## config.mk

```make
export PLATFORM = sky130hd
export DESIGN_NAME = dsd_to_pcm_fir_decimator_flat
export DESIGN_NICKNAME = d
export VERILOG_FILES = /design/src/sv/dtp_pkg.sv /design/src/sv/dtp_channels.sv /design/src/sv/dtp_ram.sv /design/src/sv/dtp_front.sv /design/src/sv/dtp_back.sv /design/src/sv/dsd_to_pcm_fir_decimator.sv /design/src/flat_wrapper.sv
export VERILOG_INCLUDE_DIRS = /design/src /design/src/sv
export SDC_FILE = /design/constraint.sdc
export NUM_CORES = 2
export LEC_CHECK = 0
export BUFFER_PORTS_ARGS = -buffer_cell sky130_fd_sc_hd__buf_4
export CAP_MARGIN = 20
export CORE_MARGIN = 2
export CORE_UTILIZATION = 40
export DETAILED_ROUTE_END_ITERATION = 6
export GPL_TIMING_DRIVEN = 0
export PLACE_DENSITY_LB_ADDON = 0.15
export SYNTH_ARGS = -nofsm -noshare
export SYNTH_HDL_FRONTEND = slang
export SYNTH_HIERARCHICAL = 1
export SYNTH_SLANG_ARGS = --single-unit
```

## constraint.sdc

```tcl
create_clock -name clock -period 9.4 [get_ports clock]
set_input_delay 1.88 -clock clock [delete_from_list [all_inputs] [get_ports clock]]
set_output_delay 1.88 -clock clock [all_outputs]
set_load 0.02 [all_outputs]
```

## src/sv/dsd_to_pcm_fir_decimator_defines.svh

```systemverilog
// Assertion macros for the DSD to PCM decimator.
// Used by the top level; relies on signals named clock and reset in scope.
`ifndef DSD_TO_PCM_FIR_DECIMATOR_DEFINES_SVH
`define DSD_TO_PCM_FIR_DECIMATOR_DEFINES_SVH

// Same-cycle implication, disabled during reset
`define DTP_ASSERT_NOW(label, ante, cons, msg) \
   label: assert property (@(posedge clock) disable iff (reset) (ante) |-> (cons)) \
      else $error(msg);

// Next-cycle implication, disabled during reset
`define DTP_ASSERT_NEXT(label, ante, cons, msg) \
   label: assert property (@(posedge clock) disable iff (reset) (ante) |=> (cons)) \
      else $error(msg);

`endif

```

## src/sv/dtp_pkg.sv

```systemverilog
// Shared types and constants of the DSD to PCM decimator.
// No dependencies; used by the channel, front, back and top-level files.
package dtp_pkg;

   // field widths
   localparam int OPC_W      = 2;
   localparam int IDX_W      = 6;
   localparam int COEF_W     = 18;
   localparam int BYTE_W     = 8;
   localparam int PCM_W      = 24;
   localparam int CSR_IDX_W  = 2;
   localparam int CSR_DATA_W = 16;
   localparam int RATIO_W    = 11;
   localparam int TAPSCFG_W  = 7;
   localparam int GAIN_W     = 16;

   // opcodes
   localparam logic [OPC_W-1:0] OP_LOAD  = 2'd0;
   localparam logic [OPC_W-1:0] OP_BYTE  = 2'd1;
   localparam logic [OPC_W-1:0] OP_CLEAR = 2'd2;

   // register indexes
   localparam logic [CSR_IDX_W-1:0] CSR_RATIO = 2'd0;
   localparam logic [CSR_IDX_W-1:0] CSR_TAPS  = 2'd1;
   localparam logic [CSR_IDX_W-1:0] CSR_GAIN  = 2'd2;

   // register reset values
   localparam logic [RATIO_W-1:0]   RATIO_RST = 11'd128;
   localparam logic [TAPSCFG_W-1:0] TAPS_RST  = 7'd64;
   localparam logic [GAIN_W-1:0]    GAIN_RST  = 16'd4096;

   // PCM limits
   localparam logic signed [PCM_W-1:0] PCM_MAX = 24'sh7FFFFF;
   localparam logic signed [PCM_W-1:0] PCM_MIN = -24'sh800000;

   // command queue depth
   localparam int Q_DEPTH = 2;

   typedef struct packed {
      logic [OPC_W-1:0]         opcode;
      logic [IDX_W-1:0]         coef_index;
      logic signed [COEF_W-1:0] coef_value;
      logic [BYTE_W-1:0]        dsd_byte;
   } cmd_type;

   typedef struct packed {
      logic [RATIO_W-1:0]   ratio;
      logic [TAPSCFG_W-1:0] taps;
      logic [GAIN_W-1:0]    gain;
   } cfg_type;

   typedef struct packed {
      logic full;
   } fr_stat_type;

   typedef struct packed {
      logic idle;
   } bk_stat_type;

endpackage

```

## src/sv/dtp_channels.sv

```systemverilog
// Handshake channel interfaces of the DSD to PCM decimator.
// Depends on dtp_pkg for field widths.
interface dtp_req_if;
   logic                                 valid;
   logic                                 ready;
   logic [dtp_pkg::OPC_W-1:0]            opcode;
   logic [dtp_pkg::IDX_W-1:0]            coef_index;
   logic signed [dtp_pkg::COEF_W-1:0]    coef_value;
   logic [dtp_pkg::BYTE_W-1:0]           dsd_byte;
   modport source (output valid, opcode, coef_index, coef_value, dsd_byte, input ready);
   modport sink   (input valid, opcode, coef_index, coef_value, dsd_byte, output ready);
endinterface

interface dtp_rsp_if;
   logic                              valid;
   logic                              ready;
   logic signed [dtp_pkg::PCM_W-1:0]  pcm_sample;
   logic                              saturated;
   logic                              last;
   modport source (output valid, pcm_sample, saturated, last, input ready);
   modport sink   (input valid, pcm_sample, saturated, last, output ready);
endinterface

interface dtp_csr_if;
   logic                               valid;
   logic                               ready;
   logic [dtp_pkg::CSR_IDX_W-1:0]      index;
   logic [dtp_pkg::CSR_DATA_W-1:0]     data;
   modport source (output valid, index, data, input ready);
   modport sink   (input valid, index, data, output ready);
endinterface

```

## src/sv/dtp_ram.sv

```systemverilog
// Generic single-port-write, single-port-read RAM with registered read.
// No dependencies.
module dtp_ram #(
   parameter int WIDTH = 18,
   parameter int DEPTH = 64
) (
   input  logic                      clock,
   input  logic                      we,
   input  logic [$clog2(DEPTH)-1:0]  waddr,
   input  logic [WIDTH-1:0]          wdata,
   input  logic [$clog2(DEPTH)-1:0]  raddr,
   output logic [WIDTH-1:0]          rdata
);

   logic [WIDTH-1:0] mem_ff [DEPTH];
   logic [WIDTH-1:0] rdata_ff;

   always_ff @(posedge clock) begin
      if (we) begin
         mem_ff[waddr] <= wdata;
      end
      rdata_ff <= mem_ff[raddr];
   end

   assign rdata = rdata_ff;

endmodule

```

## src/sv/dtp_front.sv

```systemverilog
// Front end: accepts request items, drops unused opcodes, queues commands.
// Depends on dtp_pkg and dtp_channels.
module dtp_front (
   input  logic                  clock,
   input  logic                  reset,
   dtp_req_if.sink               req,
   output dtp_pkg::cmd_type      q_cmd,
   output logic                  q_valid,
   input  logic                  q_pop,
   output dtp_pkg::fr_stat_type  stat
);

   localparam int CW = $clog2(dtp_pkg::Q_DEPTH + 1);

   dtp_pkg::cmd_type slot_ff [dtp_pkg::Q_DEPTH];
   dtp_pkg::cmd_type slot_in [dtp_pkg::Q_DEPTH];
   logic [CW-1:0]    count_ff;
   logic [CW-1:0]    count_in;
   logic [CW-1:0]    wpos;
   logic             push;
   logic             pop;
   dtp_pkg::cmd_type cmd;

   assign req.ready = (count_ff != CW'(dtp_pkg::Q_DEPTH));
   assign cmd       = '{req.opcode, req.coef_index, req.coef_value, req.dsd_byte};

   // only known opcodes take a queue slot
   assign push = req.valid && req.ready &&
                 (req.opcode inside {dtp_pkg::OP_LOAD, dtp_pkg::OP_BYTE, dtp_pkg::OP_CLEAR});
   assign pop  = q_pop && q_valid;
   assign wpos = count_ff - CW'(pop);

   // shift queue: head at slot 0
   always_comb begin
      slot_in  = slot_ff;
      count_in = count_ff;
      if (pop) begin
         for (int i = 0; i < dtp_pkg::Q_DEPTH - 1; i++) begin
            slot_in[i] = slot_ff[i+1];
         end
      end
      if (push) begin
         slot_in[wpos[$clog2(dtp_pkg::Q_DEPTH)-1:0]] = cmd;
      end
      count_in = count_ff + CW'(push) - CW'(pop);
   end

   always_ff @(posedge clock) begin
      if (reset) begin
         count_ff <= '0;
      end else begin
         count_ff <= count_in;
      end
      slot_ff <= slot_in;
   end

   assign q_cmd     = slot_ff[0];
   assign q_valid   = (count_ff != '0);
   assign stat.full = (count_ff == CW'(dtp_pkg::Q_DEPTH));

endmodule

```

## src/sv/dtp_back.sv

```systemverilog
// Back end: coefficient loads, history, serial FIR, decimation, scaling and
// a serial divider for the average; holds the result register.
// Depends on dtp_pkg, dtp_channels and dtp_ram.
module dtp_back #(
   parameter int TAPS      = 64,
   parameter int MAX_RATIO = 1024
) (
   input  logic                  clock,
   input  logic                  reset,
   input  dtp_pkg::cfg_type      cfg,
   input  dtp_pkg::cmd_type      q_cmd,
   input  logic                  q_valid,
   output logic                  q_pop,
   dtp_rsp_if.source             rsp,
   output dtp_pkg::bk_stat_type  stat
);

   localparam int TW   = $clog2(TAPS);
   localparam int FW   = $clog2(TAPS + 1);
   localparam int RW   = $clog2(MAX_RATIO + 1);
   localparam int AW   = dtp_pkg::COEF_W + $clog2(TAPS) + 1;
   localparam int SW   = AW + RW;
   localparam int LO_W = SW / 2;
   localparam int HI_W = SW - LO_W;
   localparam int GW   = dtp_pkg::GAIN_W;
   localparam int QW   = SW + GW + 1;
   localparam int MW   = QW;
   localparam int DW   = RW + 6;
   localparam int CW   = $clog2(MW);
   localparam int PW   = dtp_pkg::PCM_W;

   localparam logic [3:0] S_IDLE = 4'd0;
   localparam logic [3:0] S_PUSH = 4'd1;
   localparam logic [3:0] S_FIR  = 4'd2;
   localparam logic [3:0] S_ACC  = 4'd3;
   localparam logic [3:0] S_MLO  = 4'd4;
   localparam logic [3:0] S_MHI  = 4'd5;
   localparam logic [3:0] S_SUM  = 4'd6;
   localparam logic [3:0] S_ABS  = 4'd7;
   localparam logic [3:0] S_DIV  = 4'd8;
   localparam logic [3:0] S_FIN  = 4'd9;
   localparam logic [3:0] S_OUT  = 4'd10;

   logic [3:0]                state_ff, state_in;
   logic [TAPS-1:0]           hist_ff, hist_in;
   logic [TAPS-1:0]           cval_ff, cval_in;
   logic [FW-1:0]             fill_ff, fill_in;
   logic [RW-1:0]             phase_ff, phase_in;
   logic signed [SW-1:0]      sum_ff, sum_in;
   logic [dtp_pkg::BYTE_W-1:0] byte_ff, byte_in;
   logic [2:0]                bit_ff, bit_in;
   logic [FW-1:0]             j_ff, j_in;
   logic                      pend_ff, pend_in;
   logic                      pbit_ff, pbit_in;
   logic                      pval_ff, pval_in;
   logic signed [AW-1:0]      acc_ff, acc_in;
   logic [LO_W+GW-1:0]        plo_ff, plo_in;
   logic signed [HI_W+GW:0]   phi_ff, phi_in;
   logic signed [QW-1:0]      n_ff, n_in;
   logic                      neg_ff, neg_in;
   logic [MW-1:0]             div_ff, div_in;
   logic [DW-1:0]             rem_ff, rem_in;
   logic [CW-1:0]             dcnt_ff, dcnt_in;
   logic signed [PW-1:0]      pcm_ff, pcm_in;
   logic                      sat_ff, sat_in;
   logic                      lastf_ff, lastf_in;
   logic                      rv_ff, rv_in;
   logic signed [PW-1:0]      rpcm_ff, rpcm_in;
   logic                      rsat_ff, rsat_in;
   logic                      rlast_ff, rlast_in;

   logic [RW-1:0]             ratio_eff;
   logic [FW-1:0]             taps_eff;
   logic [FW-1:0]             nterms;
   logic [DW-1:0]             divisor;
   logic                      ram_we;
   logic [TW-1:0]             ram_raddr;
   logic [dtp_pkg::COEF_W-1:0] ram_rdata;
   logic signed [dtp_pkg::COEF_W-1:0] coef_s;
   logic signed [SW-1:0]      sum_next;
   logic [RW-1:0]             phase_next;
   logic [DW:0]               trial;
   logic [MW:0]               qmag;
   logic signed [MW:0]        pfull;

   // register clamping
   always_comb begin
      if (cfg.ratio == '0) begin
         ratio_eff = RW'(1);
      end else if (32'(cfg.ratio) > 32'(MAX_RATIO)) begin
         ratio_eff = RW'(MAX_RATIO);
      end else begin
         ratio_eff = RW'(cfg.ratio);
      end
      if (cfg.taps == '0) begin
         taps_eff = FW'(1);
      end else if (32'(cfg.taps) > 32'(TAPS)) begin
         taps_eff = FW'(TAPS);
      end else begin
         taps_eff = FW'(cfg.taps);
      end
   end

   assign nterms  = (taps_eff < fill_ff) ? taps_eff : fill_ff;
   assign divisor = {ratio_eff, 6'b0};

   // coefficient store; valid bits make unwritten taps read as zero
   assign ram_we = (state_ff == S_IDLE) && q_valid && (q_cmd.opcode == dtp_pkg::OP_LOAD) &&
                   (32'(q_cmd.coef_index) < 32'(TAPS));

   dtp_ram #(.WIDTH(dtp_pkg::COEF_W), .DEPTH(TAPS)) u_coef (
      .clock (clock),
      .we    (ram_we),
      .waddr (TW'(q_cmd.coef_index)),
      .wdata (q_cmd.coef_value),
      .raddr (ram_raddr),
      .rdata (ram_rdata)
   );

   assign coef_s     = pval_ff ? $signed(ram_rdata) : '0;
   assign sum_next   = sum_ff + SW'(acc_ff);
   assign phase_next = phase_ff + RW'(1);
   assign trial      = {rem_ff, div_ff[MW-1]};
   assign qmag       = {1'b0, div_ff} + (MW+1)'(neg_ff && (rem_ff != '0));
   assign pfull      = neg_ff ? -$signed(qmag) : $signed(qmag);

   // sequencer
   always_comb begin
      state_in  = state_ff;
      hist_in   = hist_ff;
      cval_in   = cval_ff;
      fill_in   = fill_ff;
      phase_in  = phase_ff;
      sum_in    = sum_ff;
      byte_in   = byte_ff;
      bit_in    = bit_ff;
      j_in      = j_ff;
      pend_in   = 1'b0;
      pbit_in   = pbit_ff;
      pval_in   = pval_ff;
      acc_in    = acc_ff;
      plo_in    = plo_ff;
      phi_in    = phi_ff;
      n_in      = n_ff;
      neg_in    = neg_ff;
      div_in    = div_ff;
      rem_in    = rem_ff;
      dcnt_in   = dcnt_ff;
      pcm_in    = pcm_ff;
      sat_in    = sat_ff;
      lastf_in  = lastf_ff;
      rpcm_in   = rpcm_ff;
      rsat_in   = rsat_ff;
      rlast_in  = rlast_ff;
      rv_in     = rv_ff && !rsp.ready;
      q_pop     = 1'b0;
      ram_raddr = TW'(j_ff);

      case (state_ff)
         S_IDLE: begin
            if (q_valid) begin
               q_pop = 1'b1;
               case (q_cmd.opcode)
                  dtp_pkg::OP_LOAD: begin
                     if (ram_we) begin
                        cval_in[TW'(q_cmd.coef_index)] = 1'b1;
                     end
                  end
                  dtp_pkg::OP_BYTE: begin
                     byte_in  = q_cmd.dsd_byte;
                     bit_in   = '0;
                     state_in = S_PUSH;
                  end
                  dtp_pkg::OP_CLEAR: begin
                     hist_in  = '0;
                     fill_in  = '0;
                     phase_in = '0;
                     sum_in   = '0;
                  end
                  default: ;
               endcase
            end
         end
         // shift the oldest remaining DSD bit into the history
         S_PUSH: begin
            hist_in = {hist_ff[TAPS-2:0], byte_ff[dtp_pkg::BYTE_W-1]};
            byte_in = byte_ff << 1;
            if (fill_ff < FW'(TAPS)) begin
               fill_in = fill_ff + FW'(1);
            end
            j_in     = '0;
            acc_in   = '0;
            state_in = S_FIR;
         end
         // one tap per cycle; the registered coefficient read lands in the next cycle
         S_FIR: begin
            if (j_ff < nterms) begin
               pend_in = 1'b1;
               pbit_in = hist_ff[TW'(j_ff)];
               pval_in = cval_ff[TW'(j_ff)];
               j_in    = j_ff + FW'(1);
            end
            if (pend_ff) begin
               acc_in = pbit_ff ? acc_ff + AW'(coef_s) : acc_ff - AW'(coef_s);
            end
            if (!pend_ff && (j_ff >= nterms)) begin
               state_in = S_ACC;
            end
         end
         S_ACC: begin
            sum_in = sum_next;
            if (phase_next >= ratio_eff) begin
               lastf_in = 32'(3'd7 - bit_ff) < 32'(ratio_eff);
               state_in = S_MLO;
            end else begin
               phase_in = phase_next;
               if (bit_ff == 3'd7) begin
                  state_in = S_IDLE;
               end else begin
                  bit_in   = bit_ff + 3'd1;
                  state_in = S_PUSH;
               end
            end
         end
         // sum * gain in two partial products
         S_MLO: begin
            plo_in   = (LO_W+GW)'(sum_ff[LO_W-1:0]) * (LO_W+GW)'(cfg.gain);
            state_in = S_MHI;
         end
         S_MHI: begin
            phi_in   = $signed(sum_ff[SW-1:LO_W]) * $signed({1'b0, cfg.gain});
            state_in = S_SUM;
         end
         // add rounding offset of half the divisor
         S_SUM: begin
            n_in = (QW'(phi_ff) <<< LO_W) + $signed(QW'(plo_ff)) +
                   $signed(QW'({ratio_eff, 5'b0}));
            state_in = S_ABS;
         end
         S_ABS: begin
            neg_in   = n_ff[QW-1];
            div_in   = n_ff[QW-1] ? MW'(-n_ff) : MW'(n_ff);
            rem_in   = '0;
            dcnt_in  = '0;
            state_in = S_DIV;
         end
         // restoring division, one quotient bit per cycle
         S_DIV: begin
            if (trial >= {1'b0, divisor}) begin
               rem_in = DW'(trial - {1'b0, divisor});
               div_in = {div_ff[MW-2:0], 1'b1};
            end else begin
               rem_in = DW'(trial);
               div_in = {div_ff[MW-2:0], 1'b0};
            end
            dcnt_in = dcnt_ff + CW'(1);
            if (dcnt_ff == CW'(MW - 1)) begin
               state_in = S_FIN;
            end
         end
         // floor for negatives, then clamp to PCM range
         S_FIN: begin
            if (pfull > (MW+1)'(dtp_pkg::PCM_MAX)) begin
               pcm_in = dtp_pkg::PCM_MAX;
               sat_in = 1'b1;
            end else if (pfull < (MW+1)'(dtp_pkg::PCM_MIN)) begin
               pcm_in = dtp_pkg::PCM_MIN;
               sat_in = 1'b1;
            end else begin
               pcm_in = PW'(pfull);
               sat_in = 1'b0;
            end
            state_in = S_OUT;
         end
         S_OUT: begin
            if (!rv_ff || rsp.ready) begin
               rv_in    = 1'b1;
               rpcm_in  = pcm_ff;
               rsat_in  = sat_ff;
               rlast_in = lastf_ff;
               phase_in = '0;
               sum_in   = '0;
               if (bit_ff == 3'd7) begin
                  state_in = S_IDLE;
               end else begin
                  bit_in   = bit_ff + 3'd1;
                  state_in = S_PUSH;
               end
            end
         end
         default: state_in = S_IDLE;
      endcase
   end

   always_ff @(posedge clock) begin
      if (reset) begin
         state_ff <= S_IDLE;
         hist_ff  <= '0;
         cval_ff  <= '0;
         fill_ff  <= '0;
         phase_ff <= '0;
         sum_ff   <= '0;
         pend_ff  <= 1'b0;
         rv_ff    <= 1'b0;
      end else begin
         state_ff <= state_in;
         hist_ff  <= hist_in;
         cval_ff  <= cval_in;
         fill_ff  <= fill_in;
         phase_ff <= phase_in;
         sum_ff   <= sum_in;
         pend_ff  <= pend_in;
         rv_ff    <= rv_in;
      end
      byte_ff  <= byte_in;
      bit_ff   <= bit_in;
      j_ff     <= j_in;
      pbit_ff  <= pbit_in;
      pval_ff  <= pval_in;
      acc_ff   <= acc_in;
      plo_ff   <= plo_in;
      phi_ff   <= phi_in;
      n_ff     <= n_in;
      neg_ff   <= neg_in;
      div_ff   <= div_in;
      rem_ff   <= rem_in;
      dcnt_ff  <= dcnt_in;
      pcm_ff   <= pcm_in;
      sat_ff   <= sat_in;
      lastf_ff <= lastf_in;
      rpcm_ff  <= rpcm_in;
      rsat_ff  <= rsat_in;
      rlast_ff <= rlast_in;
   end

   assign rsp.valid      = rv_ff;
   assign rsp.pcm_sample = rpcm_ff;
   assign rsp.saturated  = rsat_ff;
   assign rsp.last       = rlast_ff;
   assign stat.idle      = (state_ff == S_IDLE);

endmodule

```

## src/sv/dsd_to_pcm_fir_decimator.sv

```systemverilog
// Top level of the DSD to PCM FIR decimator: registers, front queue, back end.
// Depends on dtp_pkg, dtp_channels, dtp_front, dtp_back and the defines header.
//
//   channel  | dir | handshake   | carries
//   req_ch   | in  | valid/ready | opcode, coef_index, coef_value, dsd_byte
//   rsp_ch   | out | valid/ready | pcm_sample, saturated, last
//   csr_ch   | in  | valid/ready | index, data (ready always high)
//
// Each bit of a byte runs the single-tap FIR loop over N = min(active taps,
// filled history) taps, reading the coefficient RAM; each PCM result then
// passes the partial-product, sum, magnitude, bit-serial divider, clamp and
// output states plus any wait on rsp_ch.ready. Loads and clears end in idle.
// Reset is synchronous; it clears history, coefficients and registers at once.
// A two-item queue lets requests land while the back end works or the
// result register waits on rsp_ch.ready.
`include "dsd_to_pcm_fir_decimator_defines.svh"

module dsd_to_pcm_fir_decimator #(
   parameter int TAPS      = 64,
   parameter int MAX_RATIO = 1024
) (
   input  logic        clock,
   input  logic        reset,
   dtp_req_if.sink     req_ch,
   dtp_rsp_if.source   rsp_ch,
   dtp_csr_if.sink     csr_ch
);

   dtp_pkg::cfg_type     cfg_ff, cfg_in;
   dtp_pkg::cmd_type     q_cmd;
   logic                 q_valid;
   logic                 q_pop;
   dtp_pkg::fr_stat_type fr_stat;
   dtp_pkg::bk_stat_type bk_stat;

   // configuration registers
   assign csr_ch.ready = 1'b1;

   always_comb begin
      cfg_in = cfg_ff;
      if (csr_ch.valid) begin
         case (csr_ch.index)
            dtp_pkg::CSR_RATIO: cfg_in.ratio = csr_ch.data[dtp_pkg::RATIO_W-1:0];
            dtp_pkg::CSR_TAPS:  cfg_in.taps  = csr_ch.data[dtp_pkg::TAPSCFG_W-1:0];
            dtp_pkg::CSR_GAIN:  cfg_in.gain  = csr_ch.data[dtp_pkg::GAIN_W-1:0];
            default: ;
         endcase
      end
   end

   always_ff @(posedge clock) begin
      if (reset) begin
         cfg_ff <= '{dtp_pkg::RATIO_RST, dtp_pkg::TAPS_RST, dtp_pkg::GAIN_RST};
      end else begin
         cfg_ff <= cfg_in;
      end
   end

   dtp_front u_front (
      .clock   (clock),
      .reset   (reset),
      .req     (req_ch),
      .q_cmd   (q_cmd),
      .q_valid (q_valid),
      .q_pop   (q_pop),
      .stat    (fr_stat)
   );

   dtp_back #(.TAPS(TAPS), .MAX_RATIO(MAX_RATIO)) u_back (
      .clock   (clock),
      .reset   (reset),
      .cfg     (cfg_ff),
      .q_cmd   (q_cmd),
      .q_valid (q_valid),
      .q_pop   (q_pop),
      .rsp     (rsp_ch),
      .stat    (bk_stat)
   );

   // checks
   `DTP_ASSERT_NOW(a_full_stalls, fr_stat.full, !req_ch.ready, "request taken while queue full")
   `DTP_ASSERT_NEXT(a_idle_waits, bk_stat.idle && !q_valid, bk_stat.idle, "back left idle w/o item")
   `DTP_ASSERT_NOW(a_pop_when_idle, q_pop, bk_stat.idle && q_valid, "queue popped while busy")

endmodule
```

## src/flat_wrapper.sv

```systemverilog
// flat-port wrapper written by rule: the top's interface ports become plain ports
module dsd_to_pcm_fir_decimator_flat 
#(
   parameter int TAPS      = 64,
   parameter int MAX_RATIO = 1024
)
  (clock, reset, req_ch_valid, req_ch_opcode, req_ch_coef_index, req_ch_coef_value, req_ch_dsd_byte, req_ch_ready, rsp_ch_valid, rsp_ch_pcm_sample, rsp_ch_saturated, rsp_ch_last, rsp_ch_ready, csr_ch_valid, csr_ch_index, csr_ch_data, csr_ch_ready);
  dtp_req_if req_ch_i ();
  dtp_rsp_if rsp_ch_i ();
  dtp_csr_if csr_ch_i ();
  input  logic clock;
  input  logic reset;
  input wire logic [$bits(req_ch_i.valid)-1:0] req_ch_valid;
  input wire logic [$bits(req_ch_i.opcode)-1:0] req_ch_opcode;
  input wire logic [$bits(req_ch_i.coef_index)-1:0] req_ch_coef_index;
  input wire logic [$bits(req_ch_i.coef_value)-1:0] req_ch_coef_value;
  input wire logic [$bits(req_ch_i.dsd_byte)-1:0] req_ch_dsd_byte;
  output wire logic [$bits(req_ch_i.ready)-1:0] req_ch_ready;
  output wire logic [$bits(rsp_ch_i.valid)-1:0] rsp_ch_valid;
  output wire logic [$bits(rsp_ch_i.pcm_sample)-1:0] rsp_ch_pcm_sample;
  output wire logic [$bits(rsp_ch_i.saturated)-1:0] rsp_ch_saturated;
  output wire logic [$bits(rsp_ch_i.last)-1:0] rsp_ch_last;
  input wire logic [$bits(rsp_ch_i.ready)-1:0] rsp_ch_ready;
  input wire logic [$bits(csr_ch_i.valid)-1:0] csr_ch_valid;
  input wire logic [$bits(csr_ch_i.index)-1:0] csr_ch_index;
  input wire logic [$bits(csr_ch_i.data)-1:0] csr_ch_data;
  output wire logic [$bits(csr_ch_i.ready)-1:0] csr_ch_ready;
  assign req_ch_i.valid = req_ch_valid;
  assign req_ch_i.opcode = req_ch_opcode;
  assign req_ch_i.coef_index = req_ch_coef_index;
  assign req_ch_i.coef_value = req_ch_coef_value;
  assign req_ch_i.dsd_byte = req_ch_dsd_byte;
  assign req_ch_ready = req_ch_i.ready;
  assign rsp_ch_valid = rsp_ch_i.valid;
  assign rsp_ch_pcm_sample = rsp_ch_i.pcm_sample;
  assign rsp_ch_saturated = rsp_ch_i.saturated;
  assign rsp_ch_last = rsp_ch_i.last;
  assign rsp_ch_i.ready = rsp_ch_ready;
  assign csr_ch_i.valid = csr_ch_valid;
  assign csr_ch_i.index = csr_ch_index;
  assign csr_ch_i.data = csr_ch_data;
  assign csr_ch_ready = csr_ch_i.ready;
  dsd_to_pcm_fir_decimator #(.TAPS(TAPS), .MAX_RATIO(MAX_RATIO)) u_core (.clock(clock), .reset(reset), .req_ch(req_ch_i), .rsp_ch(rsp_ch_i), .csr_ch(csr_ch_i));
endmodule
```

==> flow_summary.ini <==
[outcome]
outcome = complete, no violations

[clock_tree]
cts-htree-levels = 4
cts_tree = built
cts-buffers-inserted = 192
clockBufferDepth = 3
path_clk_slew_ns = 0.06
cts_root_buf = sky130_fd_sc_hd__clkbuf_16
cts.sink_count = 1758
hold_buffers = 0
post_cts.repair.setup_buffers = 0
insertion_delay_ns = 0.88

[critical_path]
regToRegSetupSlack_ns = 0.44
cp.required_ns = 9.92
setup.worst_path.start_class = flop
startpoint_of_the_worst_setup_timing_path = u_core/cfg_ff[8]$_SDFFE_PP0P_
critical_path_endpoint_category = flop
critical_path.reg2reg.endpoint = u_core/u_back/phi_ff[32]$_DFFE_PP_
setup.worst_path.class = flop to flop
worst-endpoint-arrival_ns = 9.49
cp_max_fo = 10
ff2ff_path_depth = 23
reg2reg_from = u_core/cfg_ff[8]$_SDFFE_PP0P_
crit_end = u_core/u_back/phi_ff[32]$_DFFE_PP_

[power_and_ir_drop]
static-leakage-power_nw = 40.8
power_density_nw_per_um2 = 219
worst_ir_drop_vdd_v = 0.000257

[detailed_routing]
antenna_nets_post_route = 0
vias = 61900
detailedRoute.firstPassIterationCount = 6
drt-wirelength-per-cell_um = 24.5
avgViaCountPerCell = 5.47
drt_drc_violations_left = 0
drt_iter0_markers = 4733
totalWireLength_mm = 277

[sta]
finalWorstPathRequiredPeriod_ns = 8.96
worst_slew_margin_rel = 0.252
holdWs_ns = 0.413
worst_pin_slew_ns = 1.11
unrepaired_setup_endpoints_after_global_routing = no
fin_tns_setup_ns = 0
maxSlewViolCount = 0
max_freq_ghz = 0.112
finalHoldViolCount = 0
final.period_utilization = 0.953
setup_viol = 0
worst_clock_skew_on_the_final_layout_ns = 0.0945

[placed_design]
port_buffers = 84
gp_congestion = 0.919
detailed_placement_wirelength_estimate_mm = 205
numPlacedInstances = 11000

[layout]
highest_count_cells_in_the_layout_ignoring_fill_and_taps = sky130_fd_sc_hd__edfxtp_1, sky130_fd_sc_hd__inv_1, sky130_fd_sc_hd__nand2_1
fillers = 22000
layout.area.seq_sq_um = 50000
final_layout_size_suffix_gt1_frac = 0.136
final-instance-count-excl-fill = 11300
multi_input_logic_area_sq_um = 43200
final_common_cell = sky130_fd_sc_hd__edfxtp_1
nNetsFinal = 8853
area_growth_syn_to_layout_pct = 13.1

[global_routing]
grt_max_degree = 65
grt_first_pass_wirelength_mm = 413
grt-ovfl-total = 0
antenna_found_initial = 14
number_of_global_route_vias_before_repair = 63400
overall_fraction_of_global_route_tracks_in_use = 0.223

[die]
initial_utilization = 0.401
placement_rows = 181
design.portCount = 86
die_h_um = 498
placeable_core_region_sq_um = 243000
fp.dieArea_sq_um = 248000
floorplan.die.width_um = 498

[synth]
yosysWarningCount = 6
synth_instances = 7572
synth_fp_nets = 8478
netlist_area_sq_um = 97500
avgSynthCellArea_sq_um = 12.9

[hold_path]
worstHoldPathType = flop to flop

[run]
max-cap-violations = 0
-- metal layers --
metal  up-vias  global-route usage  wire, um
met5         -                   0        10
met4         2              0.0719      9620
met3       415              0.0329     15800
met2      1756               0.381    136000
met1     31900               0.290    115000
li1      27800                   -         -
-- final cells by class --
cell class | count | share of cell area
multi-input cells | 4738 | 0.392
repair buffers | 181 | 0.0200
flip-flops and latches | 1758 | 0.454
inverters | 664 | 0.0226
clock inverters | 118 | 0.0108
clock buffers | 237 | 0.0459
diodes | 9 | 0.000204
well taps | 3202 | 0.0364
plain buffers | 412 | 0.0186
-- per-stage QoR --
step	utilization	power (mW)	cell area [sq um]	worst slack (ns)
2_1_floorplan	-	14.2	97500	2.25
3_3_place_gp	0.421	16.7	102000	-0.716
3_5_place_dp	0.428	16.9	104000	-0.0274
4_1_cts	0.454	24.4	110000	0.0830
5_1_grt	0.454	25.2	110000	0.0272
6_report	0.454	24.2	110000	0.438
-- worst min path at each step --
stage / startpoint / endpoint / slack (ns) / depth (start not counted)
finish: u_core/u_back/pcm_ff[17]$_SDFFCE_PN1P_ / u_core/u_back/rsp.pcm_sample[17]$_DFFE_PP_ / 0.41 / 0
global route: u_core/u_back/pcm_ff[17]$_SDFFCE_PN1P_ / u_core/u_back/rsp.pcm_sample[17]$_DFFE_PP_ / 0.42 / 0
CTS: u_core/u_back/pcm_ff[17]$_SDFFCE_PN1P_ / u_core/u_back/rsp.pcm_sample[17]$_DFFE_PP_ / 0.41 / 0
detailed placement: u_core/u_back/pcm_ff[19]$_SDFFCE_PN1P_ / u_core/u_back/rsp.pcm_sample[19]$_DFFE_PP_ / 0.40 / 0
global placement: u_core/u_back/pcm_ff[1]$_SDFFCE_PN1P_ / u_core/u_back/rsp.pcm_sample[1]$_DFFE_PP_ / 0.41 / 0
floorplan: u_core/u_back/plo_ff[0]$_DFFE_PP_ / u_core/u_back/n_ff[0]$_DFFE_PP_ / 0.40 / 0
-- critical path: stages, from the launching register on --
cell and delay (ns):
sky130_fd_sc_hd__dfxtp_1 0.32, sky130_fd_sc_hd__clkdlybuf4s15_1 0.80, sky130_fd_sc_hd__clkbuf_2 0.54, sky130_fd_sc_hd__nand2_1 0.13, sky130_fd_sc_hd__fa_1 0.51, sky130_fd_sc_hd__inv_1 0.05, sky130_fd_sc_hd__fa_1 0.47, sky130_fd_sc_hd__ha_1 0.34
sky130_fd_sc_hd__fa_1 0.54, sky130_fd_sc_hd__inv_1 0.05, sky130_fd_sc_hd__fa_1 0.52, sky130_fd_sc_hd__inv_1 0.05, sky130_fd_sc_hd__fa_1 0.47, sky130_fd_sc_hd__ha_1 0.37, sky130_fd_sc_hd__nor2b_1 0.16, sky130_fd_sc_hd__a311oi_1 0.56
sky130_fd_sc_hd__o21ai_0 0.32, sky130_fd_sc_hd__nor4_1 0.61, sky130_fd_sc_hd__o31ai_1 0.24, sky130_fd_sc_hd__o41a_1 0.44, sky130_fd_sc_hd__a221oi_1 0.52, sky130_fd_sc_hd__o21bai_1 0.11, sky130_fd_sc_hd__a21oi_1 0.19, sky130_fd_sc_hd__xnor2_1 0.31
-- what timing repair did --
action | 4_1_cts | 5_1_grt
resized for setup | 1 | 24
pin swaps | 0 | 0
endpoints found under the setup margin | 1 | 4
hold endpoints to repair | 0 | 0
-- where the power goes --
group	total, mW	switching, mW	internal [mW]
logic	6.71	4.49	2.22
clock network	7.49	3.28	4.21
registers	9.97	0.366	9.60
total	24.2	8.14	16.0
-- sequential cells by signal, indices dropped and copies added, names as in the netlist, 11 cells and up, named ones only --
| signal | flops |
|---|---|
| u_core/u_back/plo_ff | 34 |
| u_core/u_back/sum_ff | 36 |
| u_core/cfg_ff | 34 |
| u_core/u_back/phase_ff | 11 |
| u_core/u_back/cval_ff | 64 |
| u_core/u_back/div_ff | 53 |
| u_core/u_back/acc_ff | 25 |
| u_core/u_back/hist_ff | 64 |
| u_core/u_front/q_cmd | 34 |
| u_core/u_back/u_coef/mem_ff | 1152 |
| u_core/u_back/rem_ff | 17 |
| u_core/u_back/pcm_ff | 24 |
| u_core/u_back/u_coef/rdata | 18 |
| u_core/u_back/rsp.pcm_sample | 24 |
| u_core/u_back/phi_ff | 35 |
| u_core/u_back/n_ff | 53 |
Power figures use the tool's default switching activity.
